`src/rtl/dsm_pkg.sv`:
```
// Shared types and constants for the duplicate scan merger.
// Used by the controller, the datapath, the divider and the top level.
`default_nettype none

package dsm_pkg;

    localparam int          COUNT_W         = 8;
    localparam logic [7:0]  GROUP_COUNT_MAX = 8'd255;

    localparam int          DIV_STEPS       = 64;
    localparam int          STEP_W          = $clog2(DIV_STEPS + 1);

    typedef enum logic [3:0] {
        S_IDLE,
        S_MUL,
        S_CHECK,
        S_ADD,
        S_DIV_OLD,
        S_WAIT_OLD,
        S_OPEN,
        S_DIV_NEW,
        S_WAIT_NEW
    } t_state;

    typedef struct packed {
        logic latch_in;
        logic mul;
        logic add;
        logic open_grp;
        logic div_start;
        logic load_out;
        logic out_last;
        logic clear;
    } t_dp_cmd;

    typedef struct packed {
        logic group_open;
        logic same_scan;
        logic in_last;
        logic div_busy;
        logic out_free;
    } t_dp_status;

endpackage

`default_nettype wire

```
`src/rtl/dsm_divider.sv`:
```
// Restoring divider, one quotient bit per cycle, 64-bit by 32-bit.
// Depends on dsm_pkg for the step count.
`default_nettype none

module dsm_divider
    import dsm_pkg::*;
(
    input  wire logic        i_clk,
    input  wire logic        i_rst_n,
    input  wire logic        i_start,
    input  wire logic [63:0] i_dividend,
    input  wire logic [31:0] i_divisor,
    output logic             o_busy,
    output logic [31:0]      o_quotient
);

    logic              r_busy;
    logic [STEP_W-1:0] r_steps;
    logic [31:0]       r_rem;
    logic [63:0]       r_work;
    logic [31:0]       r_div;
    logic [32:0]       n_shift;
    logic              n_bit;
    logic [32:0]       n_diff;

    always_comb begin
        n_shift = {r_rem, r_work[63]};
        n_diff  = n_shift - {1'b0, r_div};
        n_bit   = (n_shift >= {1'b0, r_div});
    end

    always_ff @(posedge i_clk) begin
        if (!i_rst_n) begin
            r_busy  <= 1'b0;
            r_steps <= '0;
        end else if (i_start) begin
            r_busy  <= 1'b1;
            r_steps <= STEP_W'(DIV_STEPS);
        end else if (r_busy) begin
            r_steps <= r_steps - STEP_W'(1);
            if (r_steps == STEP_W'(1)) begin
                r_busy <= 1'b0;
            end
        end
    end

    always_ff @(posedge i_clk) begin
        if (i_start) begin
            r_rem  <= '0;
            r_work <= i_dividend;
            r_div  <= i_divisor;
        end else if (r_busy) begin
            r_rem  <= n_bit ? n_diff[31:0] : n_shift[31:0];
            r_work <= {r_work[62:0], n_bit};
        end
    end

    assign o_busy     = r_busy;
    assign o_quotient = r_work[31:0];

    a_start_busy: assert property (@(posedge i_clk) disable iff (!i_rst_n)
        i_start |=> r_busy)
        else $error("divider not busy after start");

    a_hold_result: assert property (@(posedge i_clk) disable iff (!i_rst_n)
        (!r_busy && !i_start) |=> $stable(r_work))
        else $error("quotient changed while idle");

endmodule

`default_nettype wire

```
`src/rtl/dsm_datapath.sv`:
```
// Datapath: input latch, multiplier, group accumulators, output register.
// Depends on dsm_pkg and instantiates dsm_divider.
`default_nettype none

module dsm_datapath
    import dsm_pkg::*;
(
    input  wire logic        i_clk,
    input  wire logic        i_rst_n,
    input  wire t_dp_cmd     i_cmd,
    output t_dp_status       o_status,
    input  wire logic [31:0] i_scan_number,
    input  wire logic [31:0] i_retention_time,
    input  wire logic [31:0] i_mass_to_charge,
    input  wire logic [23:0] i_abundance,
    input  wire logic        i_is_last,
    output logic             o_out_valid,
    input  wire logic        i_out_stall,
    output logic [31:0]      o_out_scan_number,
    output logic [31:0]      o_out_retention_time,
    output logic [31:0]      o_out_mass_to_charge,
    output logic [31:0]      o_out_abundance,
    output logic             o_out_last,
    output logic             o_group_overflow
);

    logic [31:0]        r_in_scan;
    logic [31:0]        r_in_time;
    logic [31:0]        r_in_mz;
    logic [23:0]        r_in_ab;
    logic               r_in_last;
    logic [55:0]        r_prod;

    logic               r_open;
    logic [31:0]        r_scan;
    logic [31:0]        r_time;
    logic [63:0]        r_wsum;
    logic [39:0]        r_psum;
    logic [31:0]        r_ab_sum;
    logic [COUNT_W-1:0] r_count;
    logic               r_ovf;

    logic               r_out_valid;
    logic [31:0]        r_out_scan;
    logic [31:0]        r_out_time;
    logic [31:0]        r_out_mz;
    logic [31:0]        r_out_ab;
    logic               r_out_last;
    logic               r_out_ovf;

    logic [63:0]        n_dividend;
    logic [31:0]        n_divisor;
    logic               div_busy;
    logic [31:0]        div_quot;
    logic               out_free;

    always_ff @(posedge i_clk) begin
        if (i_cmd.latch_in) begin
            r_in_scan <= i_scan_number;
            r_in_time <= i_retention_time;
            r_in_mz   <= i_mass_to_charge;
            r_in_ab   <= i_abundance;
            r_in_last <= i_is_last;
        end
        if (i_cmd.mul) begin
            r_prod <= {24'd0, r_in_mz} * {32'd0, r_in_ab};
        end
    end

    always_ff @(posedge i_clk) begin
        if (!i_rst_n) begin
            r_open <= 1'b0;
        end else if (i_cmd.clear) begin
            r_open <= 1'b0;
        end else if (i_cmd.open_grp) begin
            r_open <= 1'b1;
        end
    end

    always_ff @(posedge i_clk) begin
        if (i_cmd.open_grp) begin
            r_scan   <= r_in_scan;
            r_time   <= r_in_time;
            r_wsum   <= {8'd0, r_prod};
            r_psum   <= {8'd0, r_in_mz};
            r_ab_sum <= {8'd0, r_in_ab};
            r_count  <= COUNT_W'(1);
            r_ovf    <= 1'b0;
        end else if (i_cmd.add) begin
            if (r_count >= GROUP_COUNT_MAX) begin
                r_ovf <= 1'b1;
            end else begin
                r_wsum   <= r_wsum + {8'd0, r_prod};
                r_psum   <= r_psum + {8'd0, r_in_mz};
                r_ab_sum <= r_ab_sum + {8'd0, r_in_ab};
                r_count  <= r_count + COUNT_W'(1);
            end
        end
    end

    always_comb begin
        if (r_ab_sum != 32'd0) begin
            n_dividend = r_wsum;
            n_divisor  = r_ab_sum;
        end else begin
            n_dividend = {24'd0, r_psum};
            n_divisor  = {{(32 - COUNT_W){1'b0}}, r_count};
        end
    end

    dsm_divider u_div (
        .i_clk      (i_clk),
        .i_rst_n    (i_rst_n),
        .i_start    (i_cmd.div_start),
        .i_dividend (n_dividend),
        .i_divisor  (n_divisor),
        .o_busy     (div_busy),
        .o_quotient (div_quot)
    );

    assign out_free = !r_out_valid || !i_out_stall;

    always_ff @(posedge i_clk) begin
        if (!i_rst_n) begin
            r_out_valid <= 1'b0;
        end else if (i_cmd.load_out) begin
            r_out_valid <= 1'b1;
        end else if (!i_out_stall) begin
            r_out_valid <= 1'b0;
        end
    end

    always_ff @(posedge i_clk) begin
        if (i_cmd.load_out) begin
            r_out_scan <= r_scan;
            r_out_time <= r_time;
            r_out_mz   <= div_quot;
            r_out_ab   <= r_ab_sum;
            r_out_last <= i_cmd.out_last;
            r_out_ovf  <= r_ovf;
        end
    end

    always_comb begin
        o_status.group_open = r_open;
        o_status.same_scan  = (r_in_scan == r_scan);
        o_status.in_last    = r_in_last;
        o_status.div_busy   = div_busy;
        o_status.out_free   = out_free;
    end

    assign o_out_valid          = r_out_valid;
    assign o_out_scan_number    = r_out_scan;
    assign o_out_retention_time = r_out_time;
    assign o_out_mass_to_charge = r_out_mz;
    assign o_out_abundance      = r_out_ab;
    assign o_out_last           = r_out_last;
    assign o_group_overflow     = r_out_ovf;

    a_no_overwrite: assert property (@(posedge i_clk) disable iff (!i_rst_n)
        i_cmd.load_out |-> (!r_out_valid || !i_out_stall) && !div_busy)
        else $error("result loaded over a pending transaction or mid-division");

    a_start_idle: assert property (@(posedge i_clk) disable iff (!i_rst_n)
        i_cmd.div_start |-> !div_busy && r_open)
        else $error("division started while busy or with no group");

endmodule

`default_nettype wire

```
`src/rtl/dsm_ctrl.sv`:
```
// Controller state machine: sequences latch, multiply, add, open, divide and emit steps.
// Depends on dsm_pkg for the state enum and the command and status structs.
`default_nettype none

module dsm_ctrl
    import dsm_pkg::*;
(
    input  wire logic       i_clk,
    input  wire logic       i_rst_n,
    input  wire logic       i_in_valid,
    output logic            o_in_stall,
    input  wire t_dp_status i_status,
    output t_dp_cmd         o_cmd
);

    t_state r_state;
    t_state n_state;

    always_ff @(posedge i_clk) begin
        if (!i_rst_n) begin
            r_state <= S_IDLE;
        end else begin
            r_state <= n_state;
        end
    end

    always_comb begin
        n_state = r_state;
        case (r_state)
            S_IDLE: begin
                if (i_in_valid) begin
                    n_state = S_MUL;
                end
            end
            S_MUL: begin
                n_state = S_CHECK;
            end
            S_CHECK: begin
                if (i_status.group_open && i_status.same_scan) begin
                    n_state = S_ADD;
                end else if (i_status.group_open) begin
                    n_state = S_DIV_OLD;
                end else begin
                    n_state = S_OPEN;
                end
            end
            S_ADD: begin
                n_state = i_status.in_last ? S_DIV_NEW : S_IDLE;
            end
            S_DIV_OLD: begin
                n_state = S_WAIT_OLD;
            end
            S_WAIT_OLD: begin
                if (!i_status.div_busy && i_status.out_free) begin
                    n_state = S_OPEN;
                end
            end
            S_OPEN: begin
                n_state = i_status.in_last ? S_DIV_NEW : S_IDLE;
            end
            S_DIV_NEW: begin
                n_state = S_WAIT_NEW;
            end
            S_WAIT_NEW: begin
                if (!i_status.div_busy && i_status.out_free) begin
                    n_state = S_IDLE;
                end
            end
            default: begin
                n_state = S_IDLE;
            end
        endcase
    end

    always_comb begin
        o_cmd      = '0;
        o_in_stall = 1'b1;
        case (r_state)
            S_IDLE: begin
                o_in_stall     = 1'b0;
                o_cmd.latch_in = i_in_valid;
            end
            S_MUL: begin
                o_cmd.mul = 1'b1;
            end
            S_ADD: begin
                o_cmd.add = 1'b1;
            end
            S_DIV_OLD, S_DIV_NEW: begin
                o_cmd.div_start = 1'b1;
            end
            S_WAIT_OLD: begin
                o_cmd.load_out = !i_status.div_busy && i_status.out_free;
            end
            S_OPEN: begin
                o_cmd.open_grp = 1'b1;
            end
            S_WAIT_NEW: begin
                o_cmd.load_out = !i_status.div_busy && i_status.out_free;
                o_cmd.out_last = 1'b1;
                o_cmd.clear    = !i_status.div_busy && i_status.out_free;
            end
            default: begin
                o_cmd = '0;
            end
        endcase
    end

    a_add_same: assert property (@(posedge i_clk) disable iff (!i_rst_n)
        o_cmd.add |-> i_status.group_open && i_status.same_scan)
        else $error("add issued for a different scan");

endmodule

`default_nettype wire

```
`src/rtl/duplicate_scan_merger_unit.sv`:
```
// Top level of the duplicate scan merger: controller plus datapath.
// Depends on dsm_pkg, dsm_ctrl and dsm_datapath.
//
//   channel  direction  handshake                fields
//   input    in         i_in_valid / o_in_stall  scan, time, m/z, abundance, is_last
//   output   out        o_out_valid / i_out_stall scan, time, m/z, abundance, last, ovf
//
// An item that adds to the open group or opens a new one with none open is latched,
// multiplied, checked, then added or opened. Closing a group starts the 64-step shared divider
// and waits for it and a free output. A last item that closes a group gives two results.
// Synchronous active-low reset clears the state machine, group flag, divider and output valid.
// A stalled output holds its transaction; a due result waits until it drains.
`default_nettype none

module duplicate_scan_merger_unit
    import dsm_pkg::*;
(
    input  wire logic        i_clk,
    input  wire logic        i_rst_n,
    input  wire logic        i_in_valid,
    output logic             o_in_stall,
    input  wire logic [31:0] i_scan_number,
    input  wire logic [31:0] i_retention_time,
    input  wire logic [31:0] i_mass_to_charge,
    input  wire logic [23:0] i_abundance,
    input  wire logic        i_is_last,
    output logic             o_out_valid,
    input  wire logic        i_out_stall,
    output logic [31:0]      o_out_scan_number,
    output logic [31:0]      o_out_retention_time,
    output logic [31:0]      o_out_mass_to_charge,
    output logic [31:0]      o_out_abundance,
    output logic             o_out_last,
    output logic             o_group_overflow
);

    t_dp_cmd    cmd;
    t_dp_status status;

    dsm_ctrl u_ctrl (
        .i_clk      (i_clk),
        .i_rst_n    (i_rst_n),
        .i_in_valid (i_in_valid),
        .o_in_stall (o_in_stall),
        .i_status   (status),
        .o_cmd      (cmd)
    );

    dsm_datapath u_dp (
        .i_clk                (i_clk),
        .i_rst_n              (i_rst_n),
        .i_cmd                (cmd),
        .o_status             (status),
        .i_scan_number        (i_scan_number),
        .i_retention_time     (i_retention_time),
        .i_mass_to_charge     (i_mass_to_charge),
        .i_abundance          (i_abundance),
        .i_is_last            (i_is_last),
        .o_out_valid          (o_out_valid),
        .i_out_stall          (i_out_stall),
        .o_out_scan_number    (o_out_scan_number),
        .o_out_retention_time (o_out_retention_time),
        .o_out_mass_to_charge (o_out_mass_to_charge),
        .o_out_abundance      (o_out_abundance),
        .o_out_last           (o_out_last),
        .o_group_overflow     (o_group_overflow)
    );

endmodule

`default_nettype wire
```
`config.mk`:
```
export PLATFORM = sky130hd
export DESIGN_NAME = duplicate_scan_merger_unit
export DESIGN_NICKNAME = d
export VERILOG_FILES = /design/src/rtl/dsm_pkg.sv /design/src/rtl/dsm_divider.sv /design/src/rtl/dsm_datapath.sv /design/src/rtl/dsm_ctrl.sv /design/src/rtl/duplicate_scan_merger_unit.sv
export SDC_FILE = /design/constraint.sdc
export NUM_CORES = 2
export LEC_CHECK = 0
export ABC_AREA = 1
export BUFFER_PORTS_ARGS = -buffer_cell sky130_fd_sc_hd__buf_2
export CAP_MARGIN = 40
export CORE_MARGIN = 8
export CORE_UTILIZATION = 35
export DETAILED_ROUTE_END_ITERATION = 6
export GPL_TIMING_DRIVEN = 0
export PLACE_DENSITY_LB_ADDON = 0.15
export SYNTH_ARGS = -nofsm -noshare
export SYNTH_HDL_FRONTEND = slang
export SYNTH_HIERARCHICAL = 1
export SYNTH_SLANG_ARGS = --single-unit
```
`constraint.sdc`:
```
create_clock -name i_clk -period 9 [get_ports i_clk]
set_clock_uncertainty 0.05 [all_clocks]
set_input_delay 1.8 -clock i_clk [delete_from_list [all_inputs] [get_ports i_clk]]
set_output_delay 1.8 -clock i_clk [all_outputs]
set_load 0.01 [all_outputs]
```
# After elaboration in Yosys (flattened, before gate mapping)
# Cells that the tools add are included.
totals:
  regBits: 658
  latch_bits: 0
  ramBits: 0
  rom_bits: 0
  inputBits: 125
  memories: 0
classes:
  add_sub_neg: 6
  n_mul: 1
  div: 0
  n_lt_le_gt_ge: 2
  eq_ne: 15
  shift: 0
  mux: 36
  bitwise: 2
  n_reduce_logical: 19
op_table:
  columns: ["operator", "count"]
  rows:
  - ["64-bit 2-to-1 mux", 3]
  - ["56-bit 2-to-1 mux", 3]
  - ["32-bit 2-to-1 mux", 4]
  - ["24-bit 2-to-1 mux", 3]
  - ["64-bit by 56-bit adder with 64-bit output", 1]
  - ["32-bit by 24-bit multiplier with 56-bit output", 1]
  - ["40-bit by 32-bit adder with 40-bit output", 1]
  - ["33-bit by 32-bit greater-or-equal comparator with 1-bit output", 1]
  - ["32-bit by 24-bit adder with 32-bit output", 1]
  - ["32-bit equality test", 1]
  - ["4-bit case mux with 8 select lines", 1]
  - ["32-bit nonzero test", 1]
  - ["32-bit subtractor", 1]
  - ["4-bit by 3-bit equality test with 1-bit output (second input constant)", 4]
  - ["4-bit 2-to-1 mux", 4]
  - ["7-bit 2-to-1 mux", 2]
  - ["1-bit 2-to-1 mux", 12]
  - ["2-bit OR reduction", 5]
  - ["8-bit by 1-bit adder with 8-bit output (second input constant)", 1]
  - ["4-bit by 2-bit equality test with 1-bit output (second input constant)", 2]
  - ["8-bit greater-or-equal comparator (second input constant)", 1]
  - ["8-bit 2-to-1 mux", 1]
  - ["7-bit by 1-bit equality test with 1-bit output (second input constant)", 1]
  - ["7-bit by 1-bit subtractor with 7-bit output (second input constant)", 1]
  - ["other kinds (14)", 25]

# Logic depth before layout (Yosys ltp)
logic_depth:
  ltp_word: 5
  mapped_depth: 30

# Cells and area by module
# Netlist, hierarchy kept.
modules_own_cells:
  columns: ["module", "instances", "cells_each", "area_per_inst_um2", "seq_area_each_um2"]
  rows:
  - ["dsm_datapath", 1, 6881, 54683.7, 15204.6]
  - ["dsm_divider", 1, 1169, 8474.4, 3683.5]
  - ["dsm_ctrl", 1, 63, 340.3, 80.1]

# Worst setup path after synthesis
# OpenSTA, ideal clock, no wires.
synth_path:
  kind: "input-to-reg"
  start: "in i_out_stall"
  end: "reg u_dp.r_out_ovf (netlist: u_dp/o_group_overflow), enable pin"
  setup_time_ns: 0.664
  arrival_time_ns: 8.380
  path_slack_ns: -0.094
  path_stages: 4
  path_buffers: 1
  path_cell_list: "nand2_1 > buf_4 > nand2_1 > a21oi_1"
synth_rtl:
  columns: ["item", "line", "source"]
  rows:
  - ["from (decl)", "duplicate_scan_merger_unit.sv:28", "input wire logic i_out_stall,"]
  - ["to (signal assigned)", "dsm_datapath.sv:140", "r_out_ovf <= r_ovf;"]
  - ["to (decl)", "dsm_datapath.sv:49", "logic r_out_ovf;"]

# Worst setup path after layout
layout_path:
  start: "reg u_dp.r_in_mz[11]"
  end: "reg u_dp.r_prod[54], data pin"
layout_between:
  elab_chain_cells: 1
layout_rtl:
  columns: ["item", "line", "source"]
  rows:
  - ["from (decl)", "dsm_datapath.sv:29", "logic [31:0] r_in_mz;"]
  - ["from (signal assigned)", "dsm_datapath.sv:61", "r_in_mz <= i_mass_to_charge;"]
  - ["32-bit by 24-bit multiplier with 56-bit output", "dsm_datapath.sv:66", "r_prod <= {24'd0, r_in_mz} * {32'd0, r_in_ab};"]
  - ["to (signal assigned)", "dsm_datapath.sv:66", null]
  - ["to (decl)", "dsm_datapath.sv:32", "logic [55:0] r_prod;"]
# No other way between the ends.
# A chain may end at the register's enable or synchronous reset.

==> PnR_summary.wiki <==
{| class="wikitable"
! Metric !! Value
|-
| Status || completed
|-
| Setup TNS after final layout || 0 ps
|-
| Number of vias per cell || 4.85
|-
| Number of failing hold endpoints at the final stage || 0
|-
| Dominant register cell in the synthesized netlist || edfxtp_1
|-
| Type of destination of the critical path || flip-flop
|-
| Horizontal die dimension || 442 µm
|-
| TritonCTS Sinks || 658
|-
| Post-Syn Area || 63,500 µm²
|-
| Number of buffers inserted by hold repair at cts || 0
|-
| Drt drc || 0
|-
| Number of global-route vias before repair || 53,700
|-
| Vias after detailed routing || 53,100
|-
| Clock latency of the later-clocked register in the worst-skew pair || 700 ps
|-
| Distinct cell type count after synthesis || 55
|-
| Non-filler cells, final || 10,900
|-
| Mean post-synth cell area || 7.83 µm²
|-
| Warnings, synthesis || 6
|-
| Growth of design area from synthesis to finish || 12.4%
|-
| Pre-CTS setup slack || 672 ps
|-
| Actual transition at the worst max-transition pin || 998 ps
|-
| Post-synth EDFFs || 579
|-
| Minimum clock period || 8340 ps
|-
| Global placement routability congestion || 0.979
|-
| Post-route fraction of the period consumed by the critical path || 92.7%
|-
| Height of the chip || 442 µm
|-
| FF+latch count, synth || 658
|-
| Initial core utilization || 35.2%
|-
| Max Buffers Root-to-Sink || 3
|-
| Area of all placed cells without fillers || 71,400 µm²
|-
| Worst setup path class || reg2reg
|-
| Kind of start point of the critical path || flip-flop
|-
| Post-Place Cell Area || 68,900 µm²
|-
| Finish-stage setup viols || 0
|-
| Sequential fraction of the synthesis area || 29.9%
|-
| Total wire length after detailed routing || 242,000 µm
|-
| Worst Path Arrival || 8700 ps
|-
| CTS tree || yes
|-
| Average wire length per cell after detail routing || 22.1 µm
|-
| GR Util All Layers || 24.3%
|-
| CTS buffer count || 71
|-
| DIE AREA || 195,000 µm²
|-
| # port buffers || 256
|-
| Asr flop ratio synth || 0%
|-
| Count of max-cap constraint violations || 0
|-
| Net count of the finished layout || 9,632
|-
| Wire length of the first global-routing pass || 356,000 µm
|-
| Post-CTS setup buffers || 0
|-
| Post-cts sizing count || 0
|-
| Nets in the synthesized netlist || 9,229
|-
| Final number of max-transition violations || 0
|-
| Clock transition at the registers of the reported paths || 60 ps
|-
| Detailed-routing iteration count for the pre-antenna-repair pass || 7
|-
| Share of layout cells above drive strength 1 || 7.99%
|-
| Number of levels in the clock H-tree || 3
|-
| Antenna-violating nets left || 0
|-
| Number of standard-cell rows in the floorplan || 156
|-
| PnR worst setup slack || 658 ps
|-
| Count of pins on the block boundary || 257
|-
| CORE AREA || 181,000 µm²
|-
| Initial antenna violation count || 9
|-
| Achievable frequency || 0.120 GHz
|-
| Largest net degree at the start of global routing || 64
|-
| Worst slew margin || 33.5%
|-
| Leftover overflow at the end of global routing || 0
|-
| Largest fanout of any net on the critical path || 10
|-
| Number of placed instances, taps included || 10,800
|-
| Hold/Removal Path Class || reg2reg
|-
| Required time of the critical path || 9360 ps
|-
| Iteration-0 DRC Markers || 4,182
|-
| Cells after synthesis || 8,113
|-
| Setup repair after global routing missed its margin || false
|-
| Clock Root Buffer || clkbuf_16
|-
| HPWL after detailed placement || 207,000 µm
|}
[worst paths after layout]
path / start / to / slack (ps) / cells after the start
max: u_dp/r_in_mz[11] / u_dp/r_prod[54] / 660 / 22
min: u_dp/r_time[5] / u_dp/o_out_retention_time[5] / 360 / 0
max reg2reg: u_dp/r_in_mz[11] / u_dp/r_prod[54] / 660 / 22
min reg2reg: u_dp/r_time[5] / u_dp/o_out_retention_time[5] / 360 / 0
[cells in the mapped netlist, types with 8 or more instances]
master / number / share of area, %
a21boi_0: 8 / 0.095
a21o_1: 10 / 0.12
a21oi_1: 239 / 1.9
a31oi_1: 8 / 0.079
and2_1: 10 / 0.099
buf_1: 20 / 0.12
buf_2: 13 / 0.10
buf_4: 39 / 0.46
buf_6: 11 / 0.20
clkbuf_1: 245 / 1.4
dfxtp_1: 79 / 2.5
edfxtp_1: 579 / 27
fa_1: 662 / 21
ha_1: 329 / 6.5
inv_1: 1878 / 11
inv_2: 21 / 0.12
nand2_1: 2665 / 16
nand2_2: 43 / 0.42
nand3_1: 300 / 2.4
nand3_2: 9 / 0.14
nand3b_1: 37 / 0.44
nand4_1: 37 / 0.36
nor2_1: 400 / 2.4
nor2_2: 33 / 0.33
nor2_4: 10 / 0.18
nor3_1: 49 / 0.39
nor3_2: 14 / 0.22
nor4_1: 12 / 0.12
o21a_1: 9 / 0.11
o21ai_0: 111 / 0.87
o21ai_1: 26 / 0.20
o21bai_1: 32 / 0.38
or2_2: 34 / 0.33
xnor2_1: 56 / 0.77
xor2_1: 48 / 0.66
[area by class of cell]
class,instances,area [µm²]
Antenna cell,6,15.0
Buffer,329,1500
Clock buffer,86,1880
Clock inverter,42,563
Fill cell,18900,109000
Inverter,1899,7130
Multi-Input combinational cell,5227,35900
Sequential cell,658,19000
Tap cell,2370,2970
Timing Repair Buffer,330,2430
[per-stage QoR]
| step | hold slack, ps | utilization [%] |
|---|---|---|
| finish | 363 | 39.5 |
| global route | 364 | 39.5 |
| CTS | 362 | 39.5 |
| detailed placement | 355 | 38.2 |
| global placement | 351 | 37.5 |
| floorplan | 350 | - |
[layout by cell type (no fill, tap or decap), types with 24 or more instances in the layout]
cell type	synthesis	routed
buf_8	1	24
o21ai_0	111	111
or2_2	34	34
buf_6	11	44
edfxtp_1	579	579
clkbuf_16	0	71
buf_4	39	39
o21bai_1	32	32
fa_1	662	662
nand3_1	300	300
nand2_1	2665	2663
nand3b_1	37	37
nand4_1	37	37
xor2_1	48	48
xnor2_1	56	56
clkbuf_1	245	254
nor3_1	49	49
inv_1	1878	1876
a21oi_1	239	238
buf_2	13	269
nor2_2	33	33
nor2_1	400	399
dfxtp_1	79	79
nand2_2	43	44
o21ai_1	26	26
ha_1	329	329
[cells by family after synthesis]
kind of cell / synth area share [%]
flip-flops: 29.9
AND/OR/NAND/NOR: 23.7
buffers and inverters: 13.6
XOR/XNOR: 1.43
adder cells (fa/ha/maj): 27.4
AO/OA/AOI/OAI: 4.06
[registers in the layout, summed over array words and instances (netlist names), 40 cells and up]
| name | cells |
|---|---|
| u_dp/r_psum | 40 |
| u_dp/u_div/r_work | 64 |
| u_dp/r_wsum | 64 |
| u_dp/r_prod | 56 |
[per-layer routing]
layer	part of all wire, %	vias to the layer above	track usage [%]
met2	47	1644	40.9
met5	0.0054	-	0
met3	5.6	401	2.70
li1	-	25100	-
met4	4.8	2	9.86
met1	43	25900	32.1
[worst max-delay path, stage by stage (launching register included)]
cell and delay [ps]:
edfxtp_1 440, clkbuf_1 770, clkbuf_1 720, nand2_1 160, fa_1 520, inv_1 50, fa_1 590, fa_1 480
fa_1 530, fa_1 430, fa_1 490, inv_1 50, fa_1 610, inv_1 80, ha_1 440, a21oi_1 460
o21ai_0 210, a21oi_1 320, o21ai_1 210, a21oi_1 230, nand2_1 70, nand2_1 60, nand2_1 70
Power is not shown: default switching activity piles up to over one toggle a cycle in this logic, so the estimate is an artifact.
